$ cat src/design/signed_fixed_point_divider_unit_macros.svh
// ----------------------------------------------------------------------------
// Assertion macros for the signed fixed-point divider
// Shared concurrent assertion forms, clocked on clk, off during reset.
// ----------------------------------------------------------------------------
`ifndef SIGNED_FIXED_POINT_DIVIDER_UNIT_MACROS_SVH
`define SIGNED_FIXED_POINT_DIVIDER_UNIT_MACROS_SVH

// same-cycle implication
`define SFPD_ASSERT_NOW(label, ante, cons, msg) \
	label: assert property (@(posedge clk) disable iff (!arst_n) (ante) |-> (cons)) \
		else $error(msg);

// next-cycle implication
`define SFPD_ASSERT_NEXT(label, ante, cons, msg) \
	label: assert property (@(posedge clk) disable iff (!arst_n) (ante) |=> (cons)) \
		else $error(msg);

`endif

$ cat src/design/sfpd_pkg.sv
// ----------------------------------------------------------------------------
// sfpd_pkg
// Types and constants shared by the signed fixed-point divider modules.
// ----------------------------------------------------------------------------
`default_nettype none

package sfpd_pkg;

	// operand and quotient width
	localparam int DataWidth = 16;

	// one request: dividend / divisor
	typedef struct packed {
		logic signed [DataWidth-1:0] dividend;
		logic signed [DataWidth-1:0] divisor;
	} req_t;

	// one result
	typedef struct packed {
		logic signed [DataWidth-1:0] quotient;
		logic                        overflow;
		logic                        divide_error;
	} rsp_t;

	// control bits that travel with a request through the divide stages
	typedef struct packed {
		logic valid;
		logic neg;
		logic zero_div;
	} ctl_t;

	// partial remainder and divisor magnitude
	typedef struct packed {
		logic [DataWidth-1:0] rem;
		logic [DataWidth-1:0] den;
	} work_t;

endpackage

`default_nettype wire

$ cat src/design/sfpd_stage.sv
// ----------------------------------------------------------------------------
// sfpd_stage
// One restoring shift-subtract step of the divider, registered.
// ----------------------------------------------------------------------------
`default_nettype none

module sfpd_stage #(
	parameter int NQ_W = 22
) (
	input  logic              clk,
	input  logic              arst_n,
	input  logic              en,
	input  sfpd_pkg::ctl_t    ctl_in,
	input  sfpd_pkg::work_t   work_in,
	input  logic [NQ_W-1:0]   nq_in,
	output sfpd_pkg::ctl_t    ctl_out,
	output sfpd_pkg::work_t   work_out,
	output logic [NQ_W-1:0]   nq_out
);

	localparam int W = sfpd_pkg::DataWidth;

	logic [W-1:0] trial;
	logic         ge;
	logic [W-1:0] rem_next;

	// bring down the next numerator bit, try the subtract
	// (remainder stays below a nonzero divisor, so its top bit is then zero)
	always_comb begin
		trial    = {work_in.rem[W-2:0], nq_in[NQ_W-1]};
		ge       = (trial >= work_in.den);
		rem_next = ge ? (trial - work_in.den) : trial;
	end

	// control: valid is reset
	always_ff @(posedge clk or negedge arst_n) begin
		if (!arst_n) begin
			ctl_out <= '0;
		end else if (en) begin
			ctl_out <= ctl_in;
		end
	end

	// payload: numerator shifts out on top, quotient bit shifts in below
	always_ff @(posedge clk) begin
		if (en) begin
			work_out.rem <= rem_next;
			work_out.den <= work_in.den;
			nq_out       <= {nq_in[NQ_W-2:0], ge};
		end
	end

endmodule

`default_nettype wire

$ cat src/design/signed_fixed_point_divider_unit.sv
// ----------------------------------------------------------------------------
// signed_fixed_point_divider_unit
// Pipelined signed fixed-point divider, one quotient bit per stage.
// ----------------------------------------------------------------------------
// Usage:
//   Request channel (req_valid / req_stall / req) carries dividend and divisor,
//   two's complement with FRACTION_BITS fraction bits. Result channel
//   (rsp_valid / rsp_stall / rsp) returns quotient, overflow and divide_error.
//   A request is taken at a clock edge with valid high and stall low.
//   From request to result: one stage to strip signs, one restoring step per
//   quotient bit, one stage to apply sign and flags.
//   Throughput: one request per cycle while the result is not stalled;
//   every stage holds its own request.
//   A zero divisor gives divide_error with quotient 0; a quotient magnitude
//   of 2^15 or more gives overflow with quotient 0. A dividend of -32768
//   is taken as -32767.
//   Reset clears every valid bit; the pipe is empty afterwards.
//   While the result is stalled the whole pipe holds and req_stall is high;
//   nothing is dropped or repeated.
// ----------------------------------------------------------------------------
`default_nettype none

module signed_fixed_point_divider_unit #(
	parameter int FRACTION_BITS = 7
) (
	input  logic            clk,
	input  logic            arst_n,
	input  logic            req_valid,
	output logic            req_stall,
	input  sfpd_pkg::req_t  req,
	output logic            rsp_valid,
	input  logic            rsp_stall,
	output sfpd_pkg::rsp_t  rsp
);

	`include "signed_fixed_point_divider_unit_macros.svh"

	localparam int W     = sfpd_pkg::DataWidth;
	localparam int NUM_W = W - 1 + FRACTION_BITS;

	// most negative value of the quotient format
	localparam logic [W-1:0] MIN_QUOT = {1'b1, {(W-1){1'b0}}};

	logic en;

	// stage 1 registers
	sfpd_pkg::ctl_t   ctl_s1;
	sfpd_pkg::work_t  work_s1;
	logic [NUM_W-1:0] nq_s1;

	// division steps; step k sits at pipeline stage k+2
	sfpd_pkg::ctl_t   ctl_s2  [NUM_W];
	sfpd_pkg::work_t  work_s2 [NUM_W];
	logic [NUM_W-1:0] nq_s2   [NUM_W];

	// output register
	logic             rsp_valid_q;
	sfpd_pkg::rsp_t   rsp_q;

	logic [W-1:0]     ma;
	logic [W-1:0]     mb;
	logic [NUM_W-1:0] q_full;
	logic             q_hi;
	logic [W-1:0]     q_mag;
	sfpd_pkg::ctl_t   ctl_last;

	// whole pipe advances unless a held result is stalled
	assign en        = !(rsp_valid_q && rsp_stall);
	assign req_stall = !en;

	// operand magnitudes; most negative dividend clamps to max positive
	always_comb begin
		if (req.dividend == {1'b1, {(W-1){1'b0}}}) begin
			ma = {1'b0, {(W-1){1'b1}}};
		end else if (req.dividend[W-1]) begin
			ma = W'(-req.dividend);
		end else begin
			ma = req.dividend;
		end
		mb = req.divisor[W-1] ? W'(-req.divisor) : req.divisor;
	end

	// stage 1: control
	always_ff @(posedge clk or negedge arst_n) begin
		if (!arst_n) begin
			ctl_s1 <= '0;
		end else if (en) begin
			ctl_s1.valid    <= req_valid;
			ctl_s1.neg      <= req.dividend[W-1] ^ req.divisor[W-1];
			ctl_s1.zero_div <= (req.divisor == '0);
		end
	end

	// stage 1: payload, numerator scaled by the fraction bits
	always_ff @(posedge clk) begin
		if (en) begin
			work_s1.rem <= '0;
			work_s1.den <= mb;
			nq_s1       <= NUM_W'({ma[W-2:0], {FRACTION_BITS{1'b0}}});
		end
	end

	// restoring division chain
	generate
		for (genvar k = 0; k < NUM_W; k++) begin : g_step
			if (k == 0) begin : g_first
				sfpd_stage #(.NQ_W(NUM_W)) u_stage (
					.clk      (clk),
					.arst_n   (arst_n),
					.en       (en),
					.ctl_in   (ctl_s1),
					.work_in  (work_s1),
					.nq_in    (nq_s1),
					.ctl_out  (ctl_s2[k]),
					.work_out (work_s2[k]),
					.nq_out   (nq_s2[k])
				);
			end else begin : g_next
				sfpd_stage #(.NQ_W(NUM_W)) u_stage (
					.clk      (clk),
					.arst_n   (arst_n),
					.en       (en),
					.ctl_in   (ctl_s2[k-1]),
					.work_in  (work_s2[k-1]),
					.nq_in    (nq_s2[k-1]),
					.ctl_out  (ctl_s2[k]),
					.work_out (work_s2[k]),
					.nq_out   (nq_s2[k])
				);
			end
		end
	endgenerate

	assign q_full   = nq_s2[NUM_W-1];
	assign ctl_last = ctl_s2[NUM_W-1];

	// quotient bits at or above the sign position mean overflow
	generate
		if (FRACTION_BITS > 0) begin : g_ovf
			assign q_hi = |q_full[NUM_W-1:W-1];
		end else begin : g_no_ovf
			assign q_hi = 1'b0;
		end
	endgenerate

	assign q_mag = {1'b0, q_full[W-2:0]};

	// output stage: valid
	always_ff @(posedge clk or negedge arst_n) begin
		if (!arst_n) begin
			rsp_valid_q <= 1'b0;
		end else if (en) begin
			rsp_valid_q <= ctl_last.valid;
		end
	end

	// output stage: sign and flags
	always_ff @(posedge clk) begin
		if (en) begin
			rsp_q.divide_error <= ctl_last.zero_div;
			rsp_q.overflow     <= !ctl_last.zero_div && q_hi;
			if (ctl_last.zero_div || q_hi) begin
				rsp_q.quotient <= '0;
			end else if (ctl_last.neg) begin
				rsp_q.quotient <= W'(-q_mag);
			end else begin
				rsp_q.quotient <= q_mag;
			end
		end
	end

	assign rsp_valid = rsp_valid_q;
	assign rsp       = rsp_q;

	// checks
	`SFPD_ASSERT_NOW(a_err_clears, rsp_valid && rsp.divide_error,
		!rsp.overflow && rsp.quotient == '0, "divide error result not cleared")
	`SFPD_ASSERT_NOW(a_ovf_clears, rsp_valid && rsp.overflow,
		rsp.quotient == '0, "overflow result not zero")
	`SFPD_ASSERT_NOW(a_no_min_quot, rsp_valid,
		rsp.quotient != MIN_QUOT, "quotient hit most negative value")
	`SFPD_ASSERT_NEXT(a_req_enters, req_valid && !req_stall,
		ctl_s1.valid, "accepted request lost at stage 1")

endmodule

`default_nettype wire
$ cat config.mk
export PLATFORM = sky130hd
export DESIGN_NAME = signed_fixed_point_divider_unit
export DESIGN_NICKNAME = d
export VERILOG_FILES = /design/src/design/sfpd_pkg.sv /design/src/design/sfpd_stage.sv /design/src/design/signed_fixed_point_divider_unit.sv
export VERILOG_INCLUDE_DIRS = /design/src /design/src/design
export SDC_FILE = /design/constraint.sdc
export NUM_CORES = 2
export LEC_CHECK = 0
export BUFFER_PORTS_ARGS = -buffer_cell sky130_fd_sc_hd__buf_2
export CAP_MARGIN = 20
export CORE_MARGIN = 4
export CORE_UTILIZATION = 45
export CTS_CLUSTER_SIZE = 25
export DETAILED_ROUTE_END_ITERATION = 8
export GPL_ROUTABILITY_DRIVEN = 1
export PLACE_DENSITY = 0.64
export SYNTH_ARGS = -nofsm -noshare
export SYNTH_HDL_FRONTEND = slang
export SYNTH_HIERARCHICAL = 1
export SYNTH_SLANG_ARGS = --single-unit
export TNS_END_PERCENT = 100
$ cat constraint.sdc
create_clock -name clk -period 72.3 [get_ports clk]
set_input_delay 10.845 -clock clk [delete_from_list [all_inputs] [get_ports clk]]
set_output_delay 10.845 -clock clk [all_outputs]
set_load 0.1 [all_outputs]
# Word level (Yosys, flattened, before mapping)
# Cells that the tools add are included.
# op_classes
n_div	0
shifts	0
n_eq_ne	1
add_sub_neg	24
mul	0
reduce_logical	7
n_mux	24
magnitude_cmp	22
bitwise	2
# op_table
cell	count
$mux W15	23
$ge A16 B16 Y1	21
$sub A15 B15 Y15	20
$eq A16 B16 Y1 const B	1
$ge A1 B16 Y1	1
$logic_not A16 Y1	1
$neg A15 Y16	1
$neg A16 Y16	1
$neg A15 Y15	1
$sub A1 B15 Y15	1
$reduce_or A7 Y1	1
$logic_and A1 B1 Y1	2
$reduce_or A2 Y1	1
$logic_not A1 Y1	1
$logic_or A1 B1 Y1	1
$mux W1	1
$not A1 Y1	1
$xor A1 B1 Y1	1
# totals
inputBits	36
rom_bits	0
elab_cells	228
out_inout_bits	20
regBits	1128
ram_bits	0
mem_count	0
latchBits	0

# Depth between registers and ports, before layout
# logic_depth
ltp_word	3
depth_mapped	10

# Cells and area by module
# The synthesis kept the hierarchy.
# modules_own_cells
mod	n_inst	seq_area_each_um2	area_per_inst_um2	cells_each
sfpd_stage at g_step[0].g_first.u_stage ...	10	1696.6	2915.3	212
sfpd_stage at g_step[21].g_next.u_stage ...	5	1696.6	3000.4	236
sfpd_stage at g_step[2].g_next.u_stage ...	4	1696.6	2966.6	232
sfpd_stage at g_step[13].g_next.u_stage	1	1696.6	2997.9	227
sfpd_stage at g_step[12].g_next.u_stage	1	1696.6	2904.0	221
sfpd_stage at g_step[11].g_next.u_stage	1	1696.6	2885.3	211
signed_fixed_point_divider_unit	1	1571.5	2836.5	239

# Worst setup path before layout
# Ideal clock, no wire load.
# synth_path
kind	input-to-output
start	input port rsp_stall
end	output port req_stall
arrival_time_ps	50717
cell_stages	2
path_buffers	0
slack_ps	10738
path_cell_list	nand2_1 -> inv_1
# synth_between
elab_chain_len	1
# synth_lines
element	line_no	text
from (decl)	signed_fixed_point_divider_unit.sv:32	input logic rsp_stall,
$logic_and A1 B1 Y1	signed_fixed_point_divider_unit.sv:68	assign en = !(rsp_valid_q && rsp_stall);
to (decl)	signed_fixed_point_divider_unit.sv:29	output logic req_stall,
# Every way passes these cells.

# Worst setup path in the final report
# Same ends and word-level chain as after synthesis.

==> out/results.tsv <==
metric	value	unit
outcome	finished, final reports clean	
fin_nets	5250	
drt-initial-drc-count	2234	
regArea	37300	sq um
vias	36100	
yosysWarnings	6	
wl	112000	um
max_cap_viol_count	0	
fin_tns_setup	0	ps
critPathKind	input pin to primary output	
finalSetupViolCount	0	
holdBufCountCts	0	
min_period	22930	ps
slew_violations	0	
slew_headroom	0.161	
path_max_fanout	65	
post_cts_buffers	0	
cts_resized	0	
avgSynthCellArea	13.5	sq um
worstPathRequired	61450	ps
coreArea	140000	sq um
dieArea	148000	sq um
portBuffers	55	
drive_above_1_share	0.154	
ios	56	
rows	137	
dr.pass1.iters	5	
rsz0062_at_grt	false	
drc	0	
hold_viol_final	0	
grt_max_degree	187	
fmax	0.0436	GHz
grt_pass1_wl	182000	um
startpoint_type	input pin	
gp_congestion	0.837	
skew	38.5	ps
die_h	384	um
ant_nets	0	
start_util	0.455	
syn-instance-count	4714	
multiInputGateArea	23800	sq um
root_buffer	clkbuf_16	
crit_arrival	12090	ps
hold_path_class	flop to flop	
h-tree-depth	4	
clk_path_buf_depth	3	
cts.sinks	1254	
antenna_found_initial	0	
insertion_delay	770	ps
cts_tree	built	
worst_pin_slew	1260	ps
wl_per_cell	16.4	um
synth_area	63700	sq um
grt_usage	0.152	
clkSlewWorstSetupHoldPaths	60	ps
grt_pass1_vias	35700	
area_delta_synth_final	9.90	%
hpwl	79700	um
critPathCaptureType	primary output	
diodes	0	
die_x	384	um
nFillCells	12000	
grt_overflow	0	
numCtsBuffers	134	
fin_crit_sh	0.317	
drt-vias-per-instance	5.30	
metrics by stage:
stage	utilization	instance area [sq um]	instances	hold WS, ps	setup slack [ps]
4_1_cts	0.500	70000	6812	393	49350
3_5_place_dp	0.469	65700	6576	405	49350
5_1_grt	0.500	70000	6813	388	49250
6_report	0.500	70000	6813	392	49370
3_3_place_gp	0.469	65700	6576	401	49330
2_1_floorplan	-	63800	4749	400	12340
cell usage in the layout (no fill, tap or decap), types with 51 or more instances in the layout:
master	n
edfxtp_1	1184
nor2_1	215
mux2_2	196
nor2b_1	63
inv_1	478
dfrtp_1	70
o21a_1	69
a21oi_1	263
a21o_1	99
ha_1	355
nor3_1	93
clkbuf_16	134
nand2_1	155
buf_2	54
xor2_1	51
nand3_1	104
mux2i_1	52
o21ai_0	101
xnor2_1	150
mux2_4	141
registers in the layout (all words and copies together) (netlist names):
| register | flops |
|---|---|
| ctl_s1 | 3 |
| g_step.g_first.u_stage/ctl_out | 3 |
| g_step.g_first.u_stage/nq_out | 22 |
| g_step.g_first.u_stage/work_out | 31 |
| g_step.g_next.u_stage/ctl_out | 63 |
| g_step.g_next.u_stage/nq_out | 462 |
| g_step.g_next.u_stage/work_out | 620 |
| nq_s1 | 15 |
| rsp | 18 |
| rsp_valid | 1 |
| work_s1 | 16 |
layer usage:
layer | part of all wire | GRT usage | up-vias
met5 | 0 | 0 | -
met4 | 0.033 | 0.0586 | 0
met3 | 0.034 | 0.0259 | 235
met2 | 0.49 | 0.262 | 564
met1 | 0.44 | 0.190 | 17400
li1 | - | - | 17900
cell type report:
type	instances	area share
Timing Repair Buffer	67	0.00608
Sequential cell	1254	0.533
Multi-Input combinational cell	2902	0.340
Clock inverter	60	0.0108
Inverter	478	0.0256
Clock buffer	176	0.0509
Tap cell	1876	0.0335
worst max-delay path, stage by stage:
cell and delay (ps):
buf_2 100, nand2_4 400, inv_1 230, buf_2 460
path summary, 6_finish.rpt:
path | from | end | slack [ps] | depth (start not counted)
min reg2reg | g_step[9].g_next.u_stage/nq_out[17] | g_step[10].g_next.u_stage/nq_out[18] | 390 | 0
min in group asynchronous | arst_n | g_step[1].g_next.u_stage/ctl_out[2] | 10210 | 1
min | g_step[9].g_next.u_stage/nq_out[17] | g_step[10].g_next.u_stage/nq_out[18] | 390 | 0
max | rsp_stall | req_stall | 49370 | 4
max reg2reg | rsp_valid | g_step[8].g_next.u_stage/work_out[24] | 66860 | 6
max in group asynchronous | arst_n | g_step[20].g_next.u_stage/ctl_out[1] | 61500 | 1
Power is not shown: default switching activity piles up to over one toggle a cycle in this logic, so the estimate is an artifact.
